--- config.mk ---
export PLATFORM = sky130hd
export DESIGN_NAME = dsh_div
export DESIGN_NICKNAME = d
export VERILOG_FILES = /design/src/dsh_div.sv
export SDC_FILE = /design/constraint.sdc
export NUM_CORES = 1
export LEC_CHECK = 0
export BUFFER_PORTS_ARGS = -buffer_cell sky130_fd_sc_hd__buf_2
export CORE_ASPECT_RATIO = 1.1
export CORE_MARGIN = 10
export CORE_UTILIZATION = 25
export CTS_BUF_LIST = sky130_fd_sc_hd__clkbuf_8
export CTS_CLUSTER_DIAMETER = 150
export CTS_CLUSTER_SIZE = 8
export DETAILED_ROUTE_END_ITERATION = 16
export GPL_ROUTABILITY_DRIVEN = 0
export RECOVER_POWER = 50
export REMOVE_ABC_BUFFERS = 1
export SKIP_LAST_GASP = 1
export SYNTH_ARGS = -nofsm -noshare
export SYNTH_HDL_FRONTEND = slang
export SYNTH_SLANG_ARGS = --single-unit
--- constraint.sdc ---
create_clock -name aclk -period 4.49 [get_ports aclk]
set_input_delay 0.6735 -clock aclk [delete_from_list [all_inputs] [get_ports aclk]]
set_output_delay 0.6735 -clock aclk [all_outputs]
set_load 0.05 [all_outputs]
--- src/dsh_div.sv ---
// serial restoring divider, one quotient bit per cycle
// depends on nothing outside this file
`timescale 1ns / 1ps

module dsh_div (
    input  logic        aclk,
    input  logic        aresetn,
    input  logic        start,
    input  logic [31:0] dividend,
    input  logic [15:0] divisor,
    output logic        done,
    output logic [31:0] quotient,
    output logic [15:0] remainder
);

    logic        busy_reg, busy_next;
    logic        done_reg, done_next;
    logic [4:0]  cnt_reg, cnt_next;
    logic [15:0] rem_reg, rem_next;
    logic [31:0] quo_reg, quo_next;
    logic [15:0] dvs_reg, dvs_next;
    logic [16:0] trial;
    logic        ge;

    always_ff @(posedge aclk) begin
        if (!aresetn) begin
            busy_reg <= 1'b0;
            done_reg <= 1'b0;
            cnt_reg  <= '0;
        end else begin
            busy_reg <= busy_next;
            done_reg <= done_next;
            cnt_reg  <= cnt_next;
        end
        rem_reg <= rem_next;
        quo_reg <= quo_next;
        dvs_reg <= dvs_next;
    end

    always_comb begin
        busy_next = busy_reg;
        done_next = 1'b0;
        cnt_next  = cnt_reg;
        rem_next  = rem_reg;
        quo_next  = quo_reg;
        dvs_next  = dvs_reg;
        trial     = {rem_reg, quo_reg[31]};
        ge        = trial >= {1'b0, dvs_reg};
        if (start) begin
            busy_next = 1'b1;
            cnt_next  = '0;
            rem_next  = '0;
            quo_next  = dividend;
            dvs_next  = divisor;
        end else if (busy_reg) begin
            rem_next = ge ? 16'(trial - {1'b0, dvs_reg}) : trial[15:0];
            quo_next = {quo_reg[30:0], ge};
            cnt_next = 5'(cnt_reg + 5'd1);
            if (cnt_reg == 5'd31) begin
                busy_next = 1'b0;
                done_next = 1'b1;
            end
        end
    end

    assign done      = done_reg;
    assign quotient  = quo_reg;
    assign remainder = rem_reg;

endmodule

Word-level counts from Yosys, hierarchy flattened
Index checks and enable logic that the tools add are counted.
{"block": "word_totals", "out_inout_bits": 49, "elab_cells": 22, "register_bits": 71}
{"block": "classes", "add_sub_neg": 2, "n_bitwise": 2, "n_eq_ne": 1, "magnitude_cmp": 1, "n_reduce_logical": 3, "n_mux": 7}
{"op": "32-bit two-way mux", "count": 2}
{"op": "17-bit by 16-bit greater-or-equal comparator with 1-bit output", "count": 1}
{"op": "16-bit two-way mux", "count": 1}
{"op": "16-bit subtractor", "count": 1}
{"op": "5-bit by 1-bit adder with 5-bit output (second input constant)", "count": 1}
{"op": "5-bit equality test (second input constant)", "count": 1}
{"op": "1-bit two-way mux", "count": 4}
{"op": "3-bit OR reduction", "count": 1}
{"op": "1-bit NOT", "count": 2}
{"op": "2-bit nonzero test", "count": 1}
{"op": "2-bit OR reduction", "count": 1}

Depth between registers and ports, before layout
{"block": "logic_depth", "depth_word": 4, "ltp_mapped": 12}

Least setup slack after synthesis
No wires, ideal clock.
{"block": "synth_timing", "kind": "reg-to-reg", "startpoint": "register rem_reg[8] (netlist: remainder[8])", "endpoint": "register quo_reg[0] (netlist: quotient[0]), data pin", "path_slack_ns": 1.609, "n_path_buf": 3, "required_ns": 4.230, "arrival_ns": 2.621, "path_stages_with_launch": 11, "period_less_slack_ns": 2.881, "path_cell_list": "dfxtp_1 ha_1 buf_6 and2_1 a221oi_2 a21oi_1 a211o_1 a21bo_2 buf_6 buf_6 mux2_2"}
{"block": "synth_between", "elab_chain_len": 3}
{"item": "start, declared", "line_no": "19", "source": "logic [15:0] rem_reg, rem_next;"}
{"item": "start signal, assigned", "line_no": "35", "source": "rem_reg <= rem_next;"}
{"item": "17-bit by 16-bit greater-or-equal comparator with 1-bit output", "line_no": "48", "source": "ge = trial >= {1'b0, dvs_reg};"}
{"item": "32-bit two-way mux", "line_no": "55", "source": "end else if (busy_reg) begin"}
{"item": "32-bit two-way mux", "line_no": "49", "source": "if (start) begin"}
{"item": "net quo_next[0]", "line_no": "20", "source": "logic [31:0] quo_reg, quo_next;"}
{"item": "end signal, assigned", "line_no": "36", "source": "quo_reg <= quo_next;"}
{"item": "end, declared", "line_no": "20"}
The timed path passes the listed nets, and every way through them passes these cells. The select of a mux whose other input is x is not followed.
A chain may end at the register's enable or synchronous reset.

Worst setup path after layout
{"block": "layout_timing", "startpoint": "input port start", "endpoint": "register quo_reg[0] (netlist: quotient[0]) (enable)"}
{"block": "layout_between", "elab_chain_len": 1}
{"item": "start, declared", "line_no": "8", "source": "input logic start,"}
{"item": "2-bit nonzero test (no source line)"}
No other way between the ends.

==> run metrics <==
outcome=complete, but fails checks; failing checks=max-capacitance violations, max-slew violations; Seq/Total Area, Yosys=51.4%; Post-CTS Hold Fix Bufs=0; RSZ-0062 raised after global routing=no; total congestion overflow=0; Post-CTS Setup Repair Bufs=0; max-slew violations=39; pin count of the biggest net entering global routing=39; vias in the first global route=2915; Final Core Density=31.6%; Cell Count, Final, Fillers Out=611; final wirelength=9180 microns; DRC=0; Hold WC Path Type=input port to flip-flop; skew final=0.00913 ns; CTS clk-pin slew, worst paths=0.08 ns; fmax=329 MHz; row cnt=46; share of cells above drive strength 1=28.1%; Total Routing Usage GR=9.45%; worst vdd ir=0.245 mV; via count=2717; Hold Fails Final Rpt=0; final instance area=4560 sq um; power density over the cells=408 nW/um^2; Cell Area, Placed=4380 sq um; DIE AREA=20100 sq um; CTS Buf Count=9; MaxCap Viol Count=1; Nets=482; dominant synthesized flop cell=edfxtp_1; H-tree lvl count=3; critical path data required time=4.51 ns; dpl cells=593; Synth Register Bits=71; Min Clock Period, post-route=3.04 ns; Root Buffer=clkbuf_8; Largest register FFs=32; synth unique cells=49; Final setup viols=0; Mapped Cells=312; ys async rst share=0%; number of synthesized flops with an enable pin=48; critical path peak fanout=38; CTS sink count=71; Period Utilization, post-route=67.8%; starting density of the core=25.6%; Tightest Pin Transition=2.01 ns; CTS tree=built; worst hold slack=0.473 ns; Post-Syn Area=3700 sq um; Boundary Pins=100; post-route ant nets=0; Clock Latency Late Sink=0.37 ns; commonest non-fill, non-tap cell in the layout=buf_2; kind of critical path=input port to flip-flop; CORE AREA=14400 sq um; Die Wd=136 microns; initial antenna violation count=4; Lkg Pwr=1.83 nW; Synth warnings=0; Rel. slew slack=-33.8%; type of origin of the critical path=input port; average cell area after synthesis=11.9 sq um; Setup crit end kind=flip-flop; total negative slack=0 ns; crit path DAT=3.07 ns; fillers=1493; Vias/cell=4.45; Buffers on Ports=99; first-pass GRT wire length=14900 microns; initial detailed-routing violation count=104; DP HPWL=6970 microns; clk buf depth=2; Die H=148 microns; Post-CTS Resized=0; post-DR wirelength/cell=15.0 microns; drt pass-1 iters=4; most frequent cells in the layout=buf_2, edfxtp_1, clkbuf_1, mux2_2, nor2_1; P&R area growth vs syn=23.3%
power breakdown:
group | switching [mW] | total (mW) | internal (mW)
Combinational | 0.323 | 0.481 | 0.157
Clock | 0.271 | 0.584 | 0.314
Sequential | 0.0326 | 0.797 | 0.764
Total | 0.627 | 1.86 | 1.23
cells by family after synthesis:
group	Yosys count	share of synthesized area (%)
xor+xnor	15	3.55
buf+inv	33	3.96
mux	49	14.5
compound gates	56	10.8
simple gates	69	9.10
fa+ha+maj	19	6.63
flops	71	51.4
layer usage:
metal | vias up | wire length, microns | global-route usage [%]
li1 | 1354 | - | -
met1 | 1258 | 4010 | 11.0
met2 | 90 | 4070 | 13.9
met3 | 13 | 986 | 5.63
met4 | 2 | 116 | 3.41
met5 | - | 7 | 0
cell usage after synthesis (2+ instances only):
master	number	area share [%]
edfxtp_1	48	39
mux2_2	32	9.7
nor2_1	26	2.6
dfxtp_1	23	12
inv_1	20	2.0
ha_1	18	6.1
mux2i_1	16	4.3
nand2_1	14	1.4
a211oi_1	10	2.0
a21oi_1	10	1.4
o21ai_0	9	1.2
xor2_1	8	1.9
xnor2_1	7	1.7
buf_1	5	0.51
clkbuf_1	5	0.51
a21o_1	4	0.81
and3_1	4	0.68
nand2b_1	4	0.68
nand3_1	4	0.54
and2_1	3	0.51
buf_6	3	0.91
nand4_1	3	0.51
nor2b_1	3	0.51
o21a_1	3	0.61
a211o_1	2	0.47
a31o_2	2	0.47
a31oi_1	2	0.34
nor3_1	2	0.27
nor4_1	2	0.34
final timing paths:
check        cells past startpoint           from       endpoint  slack, ns
max reg2reg                      9     dvs_reg[9]   remainder[0]       1.62
min reg2reg                      2  remainder[15]  remainder[15]       0.48
max                              4          start    quotient[0]       1.45
min                              1     divisor[0]     dvs_reg[0]       0.47
per-stage QoR:
step                total power, mW  setup slack (ns)
CTS                            1.90              1.58
global route                   1.96              1.03
detailed placement             1.31              1.60
finish                         1.86              1.45
floorplan                      1.17              1.65
global placement               1.30              1.75
critical path: stages:
cell and delay, ns:
clkbuf_1 1.41, nor2_1 0.40, inv_1 0.16, buf_4 0.39
area by class of cell:
| class | instances | area (sq um) | share of cell area (%) |
|---|---|---|---|
| clock buffers | 9 | 124 | 2.72 |
| clock inverters | 7 | 96.3 | 2.11 |
| well taps | 192 | 240 | 5.27 |
| inverters | 20 | 75.1 | 1.65 |
| repair buffers | 102 | 467 | 10.2 |
| multi-input cells | 208 | 1650 | 36.2 |
| diodes | 2 | 5.00 | 0.110 |
| flip-flops and latches | 71 | 1900 | 41.7 |
(Power assumes the default switching activity.)
