[config.mk]
export PLATFORM = sky130hd
export DESIGN_NAME = dsh_cell
export DESIGN_NICKNAME = d
export VERILOG_FILES = /design/src/dsh_pkg.sv /design/src/dsh_cell.sv
export SDC_FILE = /design/constraint.sdc
export NUM_CORES = 1
export LEC_CHECK = 0
export BUFFER_PORTS_ARGS = -buffer_cell sky130_fd_sc_hd__buf_2
export CORE_UTILIZATION = 45
export DETAILED_ROUTE_END_ITERATION = 10
export PLACE_DENSITY = 0.69
export RECOVER_POWER = 100
export SLEW_MARGIN = 25
export SYNTH_ARGS = -nofsm -noshare
export SYNTH_HDL_FRONTEND = slang
export SYNTH_SLANG_ARGS = --single-unit
[constraint.sdc]
create_clock -name aclk -period 14.36 [get_ports aclk]
set_clock_uncertainty 0.15 [all_clocks]
set_input_delay 2.872 -clock aclk [delete_from_list [all_inputs] [get_ports aclk]]
set_output_delay 2.872 -clock aclk [all_outputs]
set_load 0.03 [all_outputs]
[src/dsh_pkg.sv]
// shared types and constants for the defect score hash table
// used by dsh_cell and defect_score_hash_table; no dependencies
`timescale 1ns / 1ps

package dsh_pkg;

    localparam logic [15:0] EMPTY_KEY = 16'hFFFF;
    localparam logic [31:0] HASH_MUL_X = 32'd2654435761;
    localparam logic [31:0] HASH_MUL_Y = 32'd2246822519;

    localparam logic [1:0] STATUS_APPLIED = 2'd0;
    localparam logic [1:0] STATUS_IGNORED = 2'd1;
    localparam logic [1:0] STATUS_FULL    = 2'd2;

    localparam logic [2:0] REG_CELL_SIZE     = 3'd0;
    localparam logic [2:0] REG_SCORE_FLOOR   = 3'd1;
    localparam logic [2:0] REG_SCORE_CEILING = 3'd2;
    localparam logic [2:0] REG_CONFIRM_LEVEL = 3'd3;
    localparam logic [2:0] REG_CLEAR_AMOUNT  = 3'd4;
    localparam logic [2:0] REG_DECAY_PERIOD  = 3'd5;

    typedef enum logic [1:0] {
        REQ_TICK    = 2'd0,
        REQ_CONFIRM = 2'd1,
        REQ_SUSPECT = 2'd2,
        REQ_QUERY   = 2'd3
    } req_t;

    typedef enum logic [2:0] {
        ST_IDLE,
        ST_DIVX,
        ST_DIVY,
        ST_HASH,
        ST_MOD,
        ST_PROBE,
        ST_TICK,
        ST_RESP
    } state_t;

    // probe request travelling along the ring of cells
    typedef struct packed {
        logic        valid;
        req_t        req;
        logic [15:0] kx;
        logic [15:0] ky;
    } tok_t;

    // what a cell reports when a probe ends there
    typedef struct packed {
        logic       done;
        logic       is_defect;
        logic [1:0] status;
        logic       inserted;
    } cell_res_t;

    // score limits handed to every cell
    typedef struct packed {
        logic signed [15:0] floor;
        logic [14:0]        ceiling;
        logic signed [15:0] level;
        logic [14:0]        clear;
    } score_cfg_t;

endpackage

[src/dsh_cell.sv]
// one table slot: key, score and a probe stage that passes to the next slot
// depends on dsh_pkg
`timescale 1ns / 1ps

module dsh_cell #(
    parameter int SLOTS = 256
) (
    input  logic                     aclk,
    input  logic                     aresetn,
    input  dsh_pkg::score_cfg_t      cfg,
    input  logic                     decay,
    input  logic                     inj_sel,
    input  dsh_pkg::tok_t            inj_tok,
    input  dsh_pkg::tok_t            tok_in,
    input  logic [$clog2(SLOTS)-1:0] hops_in,
    output dsh_pkg::tok_t            tok_out,
    output logic [$clog2(SLOTS)-1:0] hops_out,
    output dsh_pkg::cell_res_t       res
);

    localparam int HW = $clog2(SLOTS);

    logic [15:0]        key_x_reg, key_x_next;
    logic [15:0]        key_y_reg, key_y_next;
    logic signed [15:0] score_reg, score_next;
    dsh_pkg::tok_t      tok_reg, tok_next;
    logic [HW-1:0]      hops_reg, hops_next;

    dsh_pkg::tok_t      cur;
    logic [HW-1:0]      cur_hops;
    logic               match, empty, last;
    logic signed [16:0] dec_v, inc_v;

    always_ff @(posedge aclk) begin
        if (!aresetn) begin
            key_x_reg <= dsh_pkg::EMPTY_KEY;
            key_y_reg <= dsh_pkg::EMPTY_KEY;
            score_reg <= '0;
            tok_reg   <= '0;
        end else begin
            key_x_reg <= key_x_next;
            key_y_reg <= key_y_next;
            score_reg <= score_next;
            tok_reg   <= tok_next;
        end
        hops_reg <= hops_next;
    end

    always_comb begin
        cur      = inj_sel ? inj_tok : tok_in;
        cur_hops = inj_sel ? '0 : hops_in;
        match    = (key_x_reg == cur.kx) && (key_y_reg == cur.ky);
        empty    = key_x_reg == dsh_pkg::EMPTY_KEY;
        last     = cur_hops == HW'(SLOTS - 1);
        dec_v    = 17'(signed'({score_reg[15], score_reg})) - 17'(signed'({2'b00, cfg.clear}));
        inc_v    = 17'(signed'({score_reg[15], score_reg})) + 17'sd1;

        key_x_next = key_x_reg;
        key_y_next = key_y_reg;
        score_next = score_reg;
        tok_next   = '0;
        hops_next  = HW'(cur_hops + HW'(1));
        res        = '0;

        if (cur.valid) begin
            if (match) begin
                res.done   = 1'b1;
                res.status = dsh_pkg::STATUS_APPLIED;
                unique case (cur.req)
                    dsh_pkg::REQ_CONFIRM: begin
                        score_next = (dec_v < 17'(signed'(cfg.floor))) ? cfg.floor
                                                                       : dec_v[15:0];
                    end
                    dsh_pkg::REQ_SUSPECT: begin
                        score_next = (inc_v > 17'(signed'({2'b00, cfg.ceiling})))
                                   ? signed'({1'b0, cfg.ceiling}) : inc_v[15:0];
                    end
                    dsh_pkg::REQ_QUERY: begin
                        res.is_defect = score_reg >= cfg.level;
                    end
                    default: ;
                endcase
            end else if (empty) begin
                res.done = 1'b1;
                if (cur.req == dsh_pkg::REQ_SUSPECT) begin
                    key_x_next   = cur.kx;
                    key_y_next   = cur.ky;
                    // fresh entry starts at zero then takes one step up
                    score_next   = (cfg.ceiling == 15'd0) ? 16'sd0 : 16'sd1;
                    res.inserted = 1'b1;
                    res.status   = dsh_pkg::STATUS_APPLIED;
                end else begin
                    res.status = dsh_pkg::STATUS_IGNORED;
                end
            end else if (last) begin
                res.done   = 1'b1;
                res.status = (cur.req == dsh_pkg::REQ_SUSPECT) ? dsh_pkg::STATUS_FULL
                                                               : dsh_pkg::STATUS_IGNORED;
            end else begin
                tok_next = cur;
            end
        end else if (decay && !empty) begin
            if (score_reg > 16'sd0) begin
                score_next = 16'(score_reg - 16'sd1);
            end else if (score_reg < 16'sd0) begin
                score_next = 16'(score_reg + 16'sd1);
            end
        end
    end

    assign tok_out  = tok_reg;
    assign hops_out = hops_reg;

endmodule

======== Word-level counts from Yosys, hierarchy flattened ========
Cells that the tools add are included.
storage, ports and cells
  register bits ........................... 91
  input port bits ......................... 144
  output and inout port bits .............. 48
  word-level logic and storage cells ...... 69
cells by class
  add/sub/neg operators ................... 5
  magnitude comparators ................... 5
  eq/ne operators ......................... 10
  multiplexer cells ....................... 28
  bitwise logic cells ..................... 3
  reductions and logical operators ........ 10
operator list
  cell                                                                              number
  16-bit 2-to-1 mux                                                                 9
  35-bit 2-to-1 mux                                                                 2
  16-bit equality test                                                              2
  16-bit case mux with 2 select lines                                               1
  16-bit by 2-bit adder with 17-bit output, second input constant                   1
  17-bit by 16-bit greater-than comparator with 1-bit output                        1
  17-bit by 16-bit < comparator with 1-bit output                                   1
  16-bit by 16-bit subtractor with 17-bit output                                    1
  16-bit by 2-bit adder with 16-bit output, second input constant                   1
  16-bit equality test, second input constant                                       1
  16-bit greater-or-equal comparator                                                1
  16-bit by 1-bit greater-than comparator with 1-bit output, second input constant  1
  16-bit by 1-bit < comparator with 1-bit output, second input constant             1
  16-bit by 2-bit subtractor with 16-bit output, second input constant              1
  15-bit logical NOT                                                                1
  1-bit 2-to-1 mux                                                                  10
  3-bit by 1-bit != test with 1-bit output, second input constant                   3
  8-bit by 1-bit adder with 8-bit output, second input constant                     1
  8-bit equality test, second input constant                                        1
  2-bit 2-to-1 mux                                                                  4
  8-bit 2-to-1 mux                                                                  1
  5-bit 2-to-1 mux                                                                  1
  5-bit AND reduction                                                               1
  5-bit OR reduction                                                                1
  other kinds (9)                                                                   13

======== Logic depth before layout (Yosys ltp) ========
Gate-level depths: netlist of run 1.
  depth after elaboration ................. 7
  mapped depth ............................ 21
  mapped depth without buffers ............ 20

======== Least setup slack after synthesis of run 1 ========
No wires, ideal clock.
  kind .................................... input to output
  start ................................... input port inj_sel
  end ..................................... output port res[3] (netlist bit)
  arrival time ............................ 5159 ps
  data required time ...................... 11338 ps
  setup slack ............................. 6179 ps
  stages on the path ...................... 10
  path buffers ............................ 3
  path through ............................ buf_6 -> buf_8 -> mux2i_2 -> xnor2_1 -> nor4_1 -> nand4_1 -> nor2_4 -> nand2_2 -> buf_6 -> a221oi_1
RTL lines
  item                RTL line        text
  start: declaration  dsh_cell.sv:12  input logic inj_sel,
  end: declaration    dsh_cell.sv:18  output dsh_pkg::cell_res_t res

==> flow_results.org, run 1 <==
** Run status
- Run status :: complete, but fails checks
- The checks that failed: max-capacitance violations, max-slew violations.

** Placement
- At the placement stage, the worst setup path has a slack of 5.29 ns.
- After legalization and detailed placement, the total HPWL measured 17,400 um.
- The count of buffers added on input and output ports is 191.
- Weighted congestion reported at the end of routability-driven placement :: 0.919

** Setup path
- In this run the critical register-to-register path is launched from score_reg[0]$_SDFFE_PN0P_.
- Endpoint class of the critical path :: primary output
- Following the worst setup path forward leads to its endpoint at res[3].
- The worst setup path is launched from a primary input.
- For the worst setup path, the data required time is 11.34 ns.
- Startpoint-to-endpoint class of the critical path :: primary input to primary output
- Arrival time of data at the critical path endpoint :: 8.27 ns
- In this run the register-to-register setup slack is 8.28 ns.
- The number of cells on the worst reg-to-reg path is 19.
- Maximum fanout encountered on the critical timing path :: 52
- Tracing the worst setup path back leads to its startpoint at inj_sel.
- Reg-to-Reg End :: score_reg[4]$_SDFFE_PN0P_

** Synth
- Total of flip-flops plus latches after synthesis :: 91
- Synthesis warning total :: 0
- Synthesis produced a netlist with a net count of 1,170.
- The most common cell in the synthesized netlist is sky130_fd_sc_hd__inv_1.
- Post-synthesis instance area :: 7650 um2
- Largest cells by area after synthesis :: sky130_fd_sc_hd__dfxtp_1 (24%), sky130_fd_sc_hd__ha_1 (13%), sky130_fd_sc_hd__xnor2_1 (6.4%)
- Number of flops mapped to enable cells by yosys :: 0
- Portion of synthesized cell area occupied by the leading cell type :: 23.8%
- Share of flip-flops with an asynchronous set or reset :: 0%
- Primary FF master, synth :: sky130_fd_sc_hd__dfxtp_1
- Largest area contributor in the netlist :: sky130_fd_sc_hd__dfxtp_1
- Synth cell count leaders :: sky130_fd_sc_hd__inv_1 (96), sky130_fd_sc_hd__dfxtp_1 (91), sky130_fd_sc_hd__ha_1 (79), sky130_fd_sc_hd__nor2_1 (76), sky130_fd_sc_hd__nand2_1 (65)
- Synth cell types :: 75
- A synthesized cell averages 8.10 um2.
- Counting every instance in the synthesized netlist gives 945.
- Sequential fraction of the synthesis area :: 23.8%

** STA
- The final number of max-transition violations was 89.
- The count of endpoints failing hold in the final timing report was 0.
- Shortest clock period the worst path allows after layout :: 11.29 ns
- Measured against its own limit, the worst slew margin works out to -140%.
- Share of the clock period used by the worst path after layout :: 78.6%
- Final setup fails :: 0
- For the pin with the worst max-slew slack, the measured transition is 3.61 ns.
- Across all setup checks in the final design, the least slack found is 3.07 ns.
- Setup repair after global routing left no endpoint under its margin.
- Adding up every negative setup slack in the final design gives 0 ns.
- Derived from the worst setup path, the maximum achievable clock frequency is 88.6 MHz.

** GRT
- Number of global-route vias before repair :: 7,101
- Number of antenna violations at the first check in global routing :: 0
- Congestion Overflow GR :: 0
- Maximum number of pins on one net before global-route repair :: 53
- First-pass GRT wire length :: 35,800 um
- Global routing used 25.6% of the available tracks across all layers.

** Clock network
- After clock tree synthesis, the clock-pin slew on the worst setup and hold paths is 0.07 ns.
- After clock tree synthesis, the repair step resized 0 gates.
- Clock tree synthesis inserted a total of 9 buffers.
- CTS tree :: built
- In this run the number of H-tree levels came out at 3.
- Clock Latency Late Sink :: 0.34 ns
- Counting every sink on the clock net gives 91.
- The clock passes through at most 2 buffers.
- Once the clock tree was built, the setup fixing pass inserted 0 buffers.
- CTS root buf :: sky130_fd_sc_hd__clkbuf_16
- Hold repair after CTS inserted 0 buffers.

** Floorplanning
- Num rows :: 47
- Initial core utilization :: 46.1%
- Placeable Area :: 16,600 um2
- The floorplan step defined a die boundary enclosing 17,500 um2.
- The die is 132 um wide.
- During I/O placement, the number of pins put on the boundary was 192.
- The die is 132 um tall.

** Routing
- Dividing the detail-routed via count by the number of cells gives 5.55.
- Wire length reported by the detailed router :: 21,900 um
- Average routed wire per standard cell :: 16.4 um
- DRT antenna net count :: 0
- Remaining routing DRC violations :: 0
- Number of vias after detailed routing :: 7,414
- First-pass iteration count of the detailed router :: 5
- First DRT Iteration DRCs :: 452

** Min path
- Min-delay worst type :: flip-flop to flip-flop
- The worst hold path passes through 2 cells.

** Finish
- Post-layout nets :: 1,337
- Fill cells in the final layout number 1,663.
- Antenna diode count :: 0
- Flip-flop count of the largest register after layout :: 35
- Of the cells placed in the final design, the portion with a size suffix greater than 1 is 17.1%.
- From synthesis to final layout, the design area changed by 16.5%.
- Final core utilization :: 53.8%
- Sequential cell area in the final layout :: 1820 um2
- Multi-input gate area in the final layout :: 5240 um2

** Power and ir drop
- Switching part of the total power :: 42.9%
- The internal portion of the total power is 0.000696 W.
- Proportion of power drawn by combinational gates :: 54.3%
- Leakage :: 4.31 nW
- Worst vdd ir :: 0.000105 V
- Fraction of power consumed by the clock network :: 19.7%
- Total power per unit cell area :: 137 nW/um2
- Sequential cells account for 26.0% of the total power.
- Switching power summed over all nets :: 0.000523 W

** Job
- Number of maximum-capacitance constraint violations :: 2
[how the worst min path moves through the flow]
| stage | startpoint | to |
|---|---|---|
| after global routing | key_y_reg[4]$_SDFFE_PN1P_ | key_y_reg[4]$_SDFFE_PN1P_ |
| final | key_x_reg[11]$_SDFFE_PN1P_ | key_x_reg[11]$_SDFFE_PN1P_ |
| after CTS | key_x_reg[11]$_SDFFE_PN1P_ | key_x_reg[11]$_SDFFE_PN1P_ |
| after global placement | key_x_reg[11]$_SDFFE_PN1P_ | key_x_reg[11]$_SDFFE_PN1P_ |
| after floorplan | key_x_reg[14]$_SDFFE_PN1P_ | key_x_reg[14]$_SDFFE_PN1P_ |
| after detailed placement | key_x_reg[11]$_SDFFE_PN1P_ | key_x_reg[11]$_SDFFE_PN1P_ |
[cells by family (layout without fill, tap and decap cells)]
kind of cell	Yosys count	after routing	synth area share, %
AOI/OAI and AO/OA	223	223	19.8
and+or+nand+nor	289	289	18.9
buffers and inverters	136	307	7.75
DFF	91	91	23.8
muxes	57	57	8.47
adders and majority gates	81	81	13.4
xor gates and xnor gates	68	68	7.78
[routing by layer]
metal | GRT usage [%] | routed length [um] | vias up
li1 | - | - | 3727
met4 | 9.39 | 583 | 0
met2 | 41.1 | 9790 | 274
met5 | 0 | 0 | -
met3 | 5.19 | 1510 | 43
met1 | 33.9 | 10000 | 3370
[per-stage QoR]
step	instance area [um2]	instances	hold slack, ns	power (W)
final	8920	1336	0.345	0.00122
after CTS	8990	1336	0.346	0.00122
after floorplan	7650	945	0.315	0.000822
after global placement	8690	1321	0.331	0.000969
after detailed placement	8690	1321	0.336	0.000978
after global routing	8920	1336	0.376	0.00132
[area by class of cell]
cell class              instances  area share [%]
repair buffers                196            10.4
clock inverters                 6           0.800
well taps                     220            3.09
multi-input cells             718            58.7
inverters                      96            4.04
flip-flops and latches         91            20.4
clock buffers                   9            2.53
[worst max-delay path, cell delays in order]
cell and delay [ns]:
sky130_fd_sc_hd__buf_2 0.07, sky130_fd_sc_hd__clkbuf_1 2.53, sky130_fd_sc_hd__mux2i_1 0.53, sky130_fd_sc_hd__xnor2_1 0.27, sky130_fd_sc_hd__nor4_1 0.49, sky130_fd_sc_hd__nand4_1 0.28
sky130_fd_sc_hd__nor2_4 0.26, sky130_fd_sc_hd__nand2_2 0.26, sky130_fd_sc_hd__a221oi_1 0.29, sky130_fd_sc_hd__clkbuf_1 0.37
[power by group through the flow]
| stage | clock network, W | registers [W] | logic [W] |
|---|---|---|---|
| after global placement | 0 | 0.000321 | 0.000648 |
| after CTS | 0.000245 | 0.000316 | 0.000662 |
| after floorplan | 0 | 0.000324 | 0.000498 |
| after detailed placement | 0 | 0.000321 | 0.000657 |
| final | 0.000240 | 0.000317 | 0.000662 |
| after global routing | 0.000255 | 0.000320 | 0.000741 |
[layout by cell type, fill, tap and decap left out, drive strengths merged, types with 6 or more instances in the layout]
cell type    n
a211oi       7
a31oi       12
o2111ai      6
nor3        24
nand2b       7
xor2        12
nor2b        9
nor4        17
nand4       19
nand3       25
o21ai       55
a21oi       37
nor2        79
buf        146
dfxtp       91
and2         7
o31ai        6
and4         8
a21o        13
clkbuf      59
nand2       66
o21a        15
o211ai      20
xnor2       56
inv         99
mux2i       54
ha          79
or3          7
Power figures use the tool's default switching activity.
==> run 2, diff against run 1 <==
ABC_AREA = 1   (was unset)
clock period = 10.78 ns   (was 14.36 ns; I/O delays follow)
==> flow_results.org, run 2 <==
** Clock network
- H-tree lvl count :: 3
- Buffer depth of the longest clock path :: 2
- Counting every sink on the clock net gives 91.
- Gates resized, CTS repair :: 0
- Number of hold-repair buffers added at the cts stage :: 0
- Clock buffer count from CTS :: 9
- TritonCTS built the clock tree.
- Post-CTS setup buffer count :: 0
- After clock tree synthesis, the clock-pin slew on the worst setup and hold paths is 0.07 ns.
- CTS root buf :: sky130_fd_sc_hd__clkbuf_16
- Clock Latency Late Sink :: 0.35 ns

** Job
- Across the run, the number of max-cap violations was 2.

** Power and ir drop
- The internal portion of the total power is 0.00104 W.
- Fraction of power consumed by the clock network :: 16.4%
- Total power consumption of the routed design :: 0.00208 W
- In this run the static leakage power is 5.10 nW.
- The analysis attributes to net switching a power of 0.00104 W.
- Sequential share of power :: 22.1%
- In this run switching power makes up 50.1% of total power.
- Across the VDD grid, the largest voltage drop is 0.000158 V.
- Total power per unit cell area :: 228 nW/um2
- Of the total power, combinational logic draws 61.6%.

** Finish
- Post-layout instance count excluding filler cells :: 1,589
- After routing the design area is 9100 um2.
- The register with the most flip-flops in the layout has 35 of them.
- Layout cells sized above 1 :: 13.4%
- Syn-to-layout area delta :: 16.3%
- Antenna diode count :: 0
- The library cell used most frequently in the layout, excluding fill and tap cells, is sky130_fd_sc_hd__nand2_1.
- Highest-count cells in the layout ignoring fill and taps :: sky130_fd_sc_hd__nand2_1 (304), sky130_fd_sc_hd__inv_1 (182), sky130_fd_sc_hd__buf_2 (144)
- Post-layout nets :: 1,589

** STA
- Worst-Margin Slew :: 2.13 ns
- Final setup fails :: 0
- Final number of max-transition violations :: 109
- Upper clock frequency limit :: 120 MHz
- On the final layout, the worst hold slack is 0.343 ns.
- Setup repair after global routing left no endpoint under its margin.
- For the finished layout, the period the worst path requires is 8.34 ns.
- Max-Slew Margin vs Limit :: -42.4%
- The worst path uses 77.4% of the clock period.
- For the final routed database, the setup TNS stands at 0 ns.
- The count of endpoints failing hold in the final timing report came to 0.

** Synth
- Multiplexer area fraction after synthesis :: 0.128%
- Largest cells by area after synthesis :: sky130_fd_sc_hd__dfxtp_1 (23%), sky130_fd_sc_hd__nand2_1 (14%), sky130_fd_sc_hd__ha_1 (13%)
- Net count of the mapped netlist :: 1,419
- Largest area contributor in the netlist :: sky130_fd_sc_hd__dfxtp_1
- Counting flops with a built-in enable in the synthesized netlist gives 0.
- Average cell area after synthesis :: 6.56 um2
- Most instantiated library cell after synthesis :: sky130_fd_sc_hd__nand2_1
- After synthesis, the most frequently instantiated cells are sky130_fd_sc_hd__nand2_1 (302), sky130_fd_sc_hd__inv_1 (182), sky130_fd_sc_hd__nor2_1 (93), sky130_fd_sc_hd__dfxtp_1 (91), sky130_fd_sc_hd__ha_1 (79).
- Dominant combinational cell family by area after synthesis :: simple AND/OR/NAND/NOR gates
- After Yosys synthesis, full adders, half adders and majority gates account for 13.1% of the synthesized area.
- Sequential fraction of the synthesis area :: 23.3%
- In the synthesized netlist, the number of instances is 1,194.
- The Yosys step of the flow raised 0 warnings.
- Area share of and/or/nand/nor cells after synthesis :: 30.4%
- The synthesized netlist devotes 14.2% of its cell area to compound gates.
- Post-synthesis instance area :: 7830 um2
- Total of flip-flops plus latches after synthesis :: 91
- For this run, the leading register cell type out of synthesis is sky130_fd_sc_hd__dfxtp_1.
- Of the post-synthesis cell area, the dominant cell type holds 23.3%.
- The synthesized netlist contains 51 unique library cells.
- Share of flip-flops with an asynchronous set or reset :: 0%
- After Yosys synthesis, XOR and XNOR cells account for 7.05% of the synthesized area.

** Routing
- DRT antenna net count :: 0
- Wire length reported by the detailed router :: 22,700 um
- For this run, design rule violations remaining after detail routing come to 0.
- The detailed router placed 8,111 vias in this run.
- The pre-antenna-repair detailed-routing pass consisted of 5 iterations.
- The first routing iteration left 445 violations.
- In the routed layout, each cell is associated on average with a via count of 5.10.
- Average routed wire per standard cell :: 14.3 um

** Setup path
- For the worst setup path, the data required time is 8.47 ns.
- Endpoint class of the critical path :: primary output
- Startpoint-to-endpoint class of the critical path :: primary input to primary output
- STA classifies the critical path startpoint as a primary input.
- In this run the worst path has a maximum fanout of 44.
- Arrival time of data at the critical path endpoint :: 6.04 ns

** Floorplanning
- Placeable Area :: 16,800 um2
- From bottom edge to top edge, the die measures 134 um.
- Row generation in the floorplan step produced 47 rows.
- Horiz. Die Dim :: 134 um
- The floorplan step defined a die boundary enclosing 17,900 um2.
- For this configuration, the core starts out at a cell density of 46.7%.
- 192 I/O pins were placed.

** GRT
- Number of global-route vias before repair :: 7,344
- The first global-routing pass estimated 35,900 um of wire.
- Global routing finished with a remaining overflow of 0.
- Number of antenna violations at the first check in global routing :: 2
- Entering global routing, the biggest net connects 64 pins.
- In the global route stage, overall resource usage came out at 25.3%.

** Placement
- Count of port buffers added during placement :: 191
- Final HPWL from detailed placement :: 18,100 um
- Weighted congestion reported at the end of routability-driven placement :: 0.907
- Post-place instance area :: 8870 um2
- Number of placed cells counting well taps :: 1,573

** Min path
- Min-delay worst type :: flip-flop to flip-flop

** Run status
- Run status :: complete, but fails checks
- The checks that failed: max-capacitance violations, max-slew violations.
==> run 2: changes by cell type after synthesis, sizes merged, moves of 33 or more <==
cell	before	now
nand3	25	73
nand2	66	305
xor2	12	45
inv	96	189
mux2i	54	1
a21oi	37	72
xnor2	56	18
==> run 2: critical path, stage by stage <==
cell and delay (ns):
sky130_fd_sc_hd__clkbuf_1 1.37, sky130_fd_sc_hd__inv_6 0.34, sky130_fd_sc_hd__nand2_1 0.16, sky130_fd_sc_hd__nand2_1 0.10, sky130_fd_sc_hd__xnor2_1 0.17, sky130_fd_sc_hd__nand2_1 0.08
sky130_fd_sc_hd__nor3_1 0.18, sky130_fd_sc_hd__nand4_1 0.11, sky130_fd_sc_hd__nor2_1 0.15, sky130_fd_sc_hd__nand2_1 0.22, sky130_fd_sc_hd__nor2_4 0.37, sky130_fd_sc_hd__nand3_1 0.21
sky130_fd_sc_hd__a21oi_1 0.17, sky130_fd_sc_hd__buf_2 0.22
==> run 2: kinds of logic after synthesis <==
kind of cell	Yosys count
compound gates	184
xor+xnor	63
fa+ha+maj	81
buf+inv	225
flops	91
mux	1
simple gates	549
==> run 2: worst paths after layout <==
path | startpoint | end | slack, ns | cells past startpoint
worst max register to register | score_reg[0]$_SDFFE_PN0P_ | score_reg[10]$_SDFFE_PN0P_ | 5.79 | 23
worst max-delay path | inj_sel | res[3] | 2.44 | 14
worst min register to register | key_x_reg[1]$_SDFFE_PN1P_ | key_x_reg[1]$_SDFFE_PN1P_ | 0.34 | 2
worst min-delay path | key_x_reg[1]$_SDFFE_PN1P_ | key_x_reg[1]$_SDFFE_PN1P_ | 0.34 | 2
==> run 2: per-layer routing <==
layer / wire length, um / global-route usage [%] / up-vias
met4: 614 / 8.65 / 0
li1: - / - / 4242
met3: 1470 / 4.12 / 41
met5: 0 / 0 / -
met1: 10500 / 33.7 / 3557
met2: 10100 / 41.0 / 271
==> run 2: final cells by class <==
| class | instances | area, um2 |
|---|---|---|
| Fill cell | 1730 | 7660 |
| Clock buffer | 11 | 243 |
| Tap cell | 220 | 275 |
| Sequential cell | 91 | 1820 |
| Clock inverter | 5 | 68.8 |
| Inverter | 191 | 723 |
| Timing Repair Buffer | 193 | 912 |
| Multi-Input combinational cell | 878 | 5060 |
==> run 2: per-stage QoR <==
step	setup slack (ns)	utilization (%)
detailed placement	3.47	52.9
finish	2.44	54.3
floorplan	4.34	-
global route	2.08	54.3
CTS	3.46	54.8
global placement	3.52	52.9
==> run 2: power by group through the flow <==
stage          combinational (W)  clock [W]  sequential, W
2_1_floorplan           0.000952          0       0.000472
3_3_place_gp             0.00125          0       0.000464
3_5_place_dp             0.00126          0       0.000463
4_1_cts                  0.00127   0.000342       0.000457
5_1_grt                  0.00145   0.000354       0.000463
6_report                 0.00128   0.000340       0.000459
==> run 3, diff against run 2 <==
PLACE_DENSITY = 0.72   (was 0.69)
clock period = 6.8 ns   (was 10.78 ns; I/O delays follow)
==> flow_results.org, run 3 (same netlist as run 2, synthesis figures left out) <==
** Finish
- Leaving out fill and tap cells, the most frequent cell in the layout is sky130_fd_sc_hd__nand2_1.
- The final layout contains 1,590 nets.
- Layout cells sized above 1 :: 13.5%
- Syn-to-layout area delta :: 16.2%
- After filler insertion, the fill cell instance count of the layout stands at 1,714.
- The top cell types in the final layout, fill and taps aside, are sky130_fd_sc_hd__nand2_1 (304), sky130_fd_sc_hd__inv_1 (182), sky130_fd_sc_hd__buf_2 (145).
- Flip-flop count of the largest register after layout :: 35
- Post-route cell area :: 9100 um2

** Clock network
- Buffer depth of the longest clock path :: 2
- At the later pin of the worst-skew pair, clock insertion delay measures 0.34 ns.
- Clock buffer count from CTS :: 9
- After clock tree synthesis, the setup repair step added 0 buffers.
- Number of hold-repair buffers added at the cts stage :: 0
- H-tree lvl count :: 3
- After clock tree synthesis, the clock-pin slew on the worst setup and hold paths is 0.06 ns.
- The number of gates resized after CTS was 0.
- CTS root buf :: sky130_fd_sc_hd__clkbuf_16
- Clock sink count :: 91
- TritonCTS built the clock tree.

** Placement
- Weighted congestion reported at the end of routability-driven placement :: 0.934
- Count of port buffers added during placement :: 191
- Final HPWL from detailed placement :: 18,300 um
- Post-place instance area :: 8880 um2

** Routing
- Remaining routing DRC violations :: 0
- The first detailed-routing pass ran for 5 iterations.
- Number of vias after detailed routing :: 8,151
- Wire length reported by the detailed router :: 22,900 um
- After detailed routing, the average wire length per cell comes to 14.4 um.
- DRT antenna net count :: 0
- In the routed layout, each cell is associated on average with a via count of 5.12.
- For this block, the initial DRC count from the detailed router was 554.

** Power and ir drop
- Power comes to 0.00329 W.
- The analysis attributes to net switching a power of 0.00165 W.
- Cell internal power was estimated by the tool at 0.00163 W.
- Leakage :: 5.10 nW
- Per report_power, the sequential group accounts for 22.1% of the total.
- Fraction of power consumed by the clock network :: 15.8%
- Proportion of power drawn by combinational gates :: 62.1%
- Across the VDD grid, the largest voltage drop is 0.000243 V.
- Net switching is 50.3% of the power.
- Total power per unit cell area :: 361 nW/um2

** Floorplanning
- Placeable Area :: 16,800 um2
- Initial core utilization :: 46.7%
- Area enclosed by the die boundary :: 17,900 um2
- Overall die height :: 134 um
- Row generation in the floorplan step produced 47 rows.
- For this design the top-level I/O count stands at 192.
- From left edge to right edge, the die measures 134 um.

** Setup path
- STA classifies the critical path startpoint as a primary input.
- Critical Path, Cell by Cell :: buf_2, inv_6, o21ai_1, or2_1, nand3_1, nor3_1, nand2_1, nor2_2, nand2_1, nor2_2, nand3_1, a21oi_1, buf_2
- Of all nets on the critical path, the largest fanout is 44.
- For this design, the slowest cell found on the critical path is sky130_fd_sc_hd__buf_2.
- The worst register-to-register path has a setup slack of 1.85 ns.
- For this run, the slowest stage of the critical path takes 0.62 ns.
- For the worst setup path, the data required time is 5.29 ns.
- Category of cells accounting for the largest share of critical-path delay :: simple AND/OR/NAND/NOR gates
- STA classifies the critical path endpoint as a primary output.
- For the worst setup path, the data arrival time is 4.55 ns.
- The number of buffers and inverters on the critical path is 3.
- The critical path in this run is classified as primary input to primary output.

** STA
- For this run, the top clock speed supported by timing is 165 MHz.
- At the pin with the least slew margin, the transition time is 2.47 ns.
- Setup violations remaining at the end of the flow were counted as 0.
- Setup repair after global routing left no endpoint under its margin.
- The routed design could run at a clock period as short as 6.06 ns.
- Sum of negative setup slack :: 0 ns
- The count of endpoints failing hold in the final timing report is 0.
- Share of the clock period used by the worst path after layout :: 89.1%
- Headroom to the max-slew limit came out at -64.4%.
- The final number of max-transition violations is 64.

** GRT
- Global routing consumed, over all layers together, 25.8% of the routing resources.
- Maximum number of pins on one net before global-route repair :: 64
- The via count of the first global-routing pass came to 7,439.
- The initial antenna violation count came to 2.
- The first global-routing pass estimated 36,700 um of wire.
- The total overflow left after global routing is 0.

** Run status
- The checks that failed: max-capacitance violations, max-slew violations.
- The run finished, with violations left.

** Min path
- In this run the worst hold path is classified as flip-flop to flip-flop.

** Job
- Number of maximum-capacitance constraint violations :: 1
-- run 3: cell count changes in the layout (fill, tap and decap cells not counted), sizes merged --
cell | before | now
clkinv | 2 | 4
buf | 146 | 147
clkbuf | 58 | 57
diode | 0 | 1
inv | 192 | 191
-- run 3: per-stage QoR --
| stage | hold slack, ns | util [%] | std cells | setup slack [ns] |
|---|---|---|---|---|
| floorplan | 0.314 | - | 1194 | 1.95 |
| global placement | 0.330 | 53.0 | 1574 | 1.15 |
| detailed placement | 0.338 | 53.0 | 1574 | 1.05 |
| CTS | 0.350 | 54.8 | 1590 | 1.03 |
| global route | 0.373 | 54.3 | 1590 | 0.374 |
| finish | 0.358 | 54.3 | 1591 | 0.742 |
-- run 3: final cells by class --
class	instances	area (um2)	share of cell area, %
multi-input combinational	878	5060	55.6
sequential	91	1820	20.0
timing repair buffer	194	917	10.1
inverter	191	723	7.95
tap	220	275	3.02
clock buffer	10	229	2.52
clock inverter	6	71.3	0.784
antenna	1	2.50	0.0275
-- run 3: worst paths after layout --
check | start | endpoint | cells past startpoint
setup / recovery | inj_sel | res[3] | 13
setup reg to reg | score_reg[0]$_SDFFE_PN0P_ | score_reg[7]$_SDFFE_PN0P_ | 23
hold reg to reg | key_y_reg[15]$_SDFFE_PN1P_ | key_y_reg[15]$_SDFFE_PN1P_ | 2
hold / removal | key_y_reg[15]$_SDFFE_PN1P_ | key_y_reg[15]$_SDFFE_PN1P_ | 2
-- run 3: tightest hold or removal path: stages, from the launching register on --
cell	delay, ns
sky130_fd_sc_hd__dfxtp_1	0.35
sky130_fd_sc_hd__nand2_1	0.06
sky130_fd_sc_hd__o211ai_1	0.06
-- run 3: power by group through the flow --
| stage | combinational [W] | clock (W) | sequential [W] |
|---|---|---|---|
| after floorplan | 0.00151 | 0 | 0.000748 |
| after global placement | 0.00197 | 0 | 0.000734 |
| after detailed placement | 0.00200 | 0 | 0.000735 |
| after CTS | 0.00202 | 0.000527 | 0.000724 |
| after global routing | 0.00231 | 0.000546 | 0.000736 |
| final | 0.00204 | 0.000519 | 0.000728 |
-- run 3: routing by layer --
| metal | vias to the layer above | routed length [um] | GRT usage, % |
|---|---|---|---|
| met5 | - | 10 | 0 |
| met4 | 2 | 643 | 9.03 |
| met3 | 44 | 1500 | 4.50 |
| met2 | 270 | 10200 | 41.1 |
| met1 | 3595 | 10500 | 34.8 |
| li1 | 4240 | - | - |
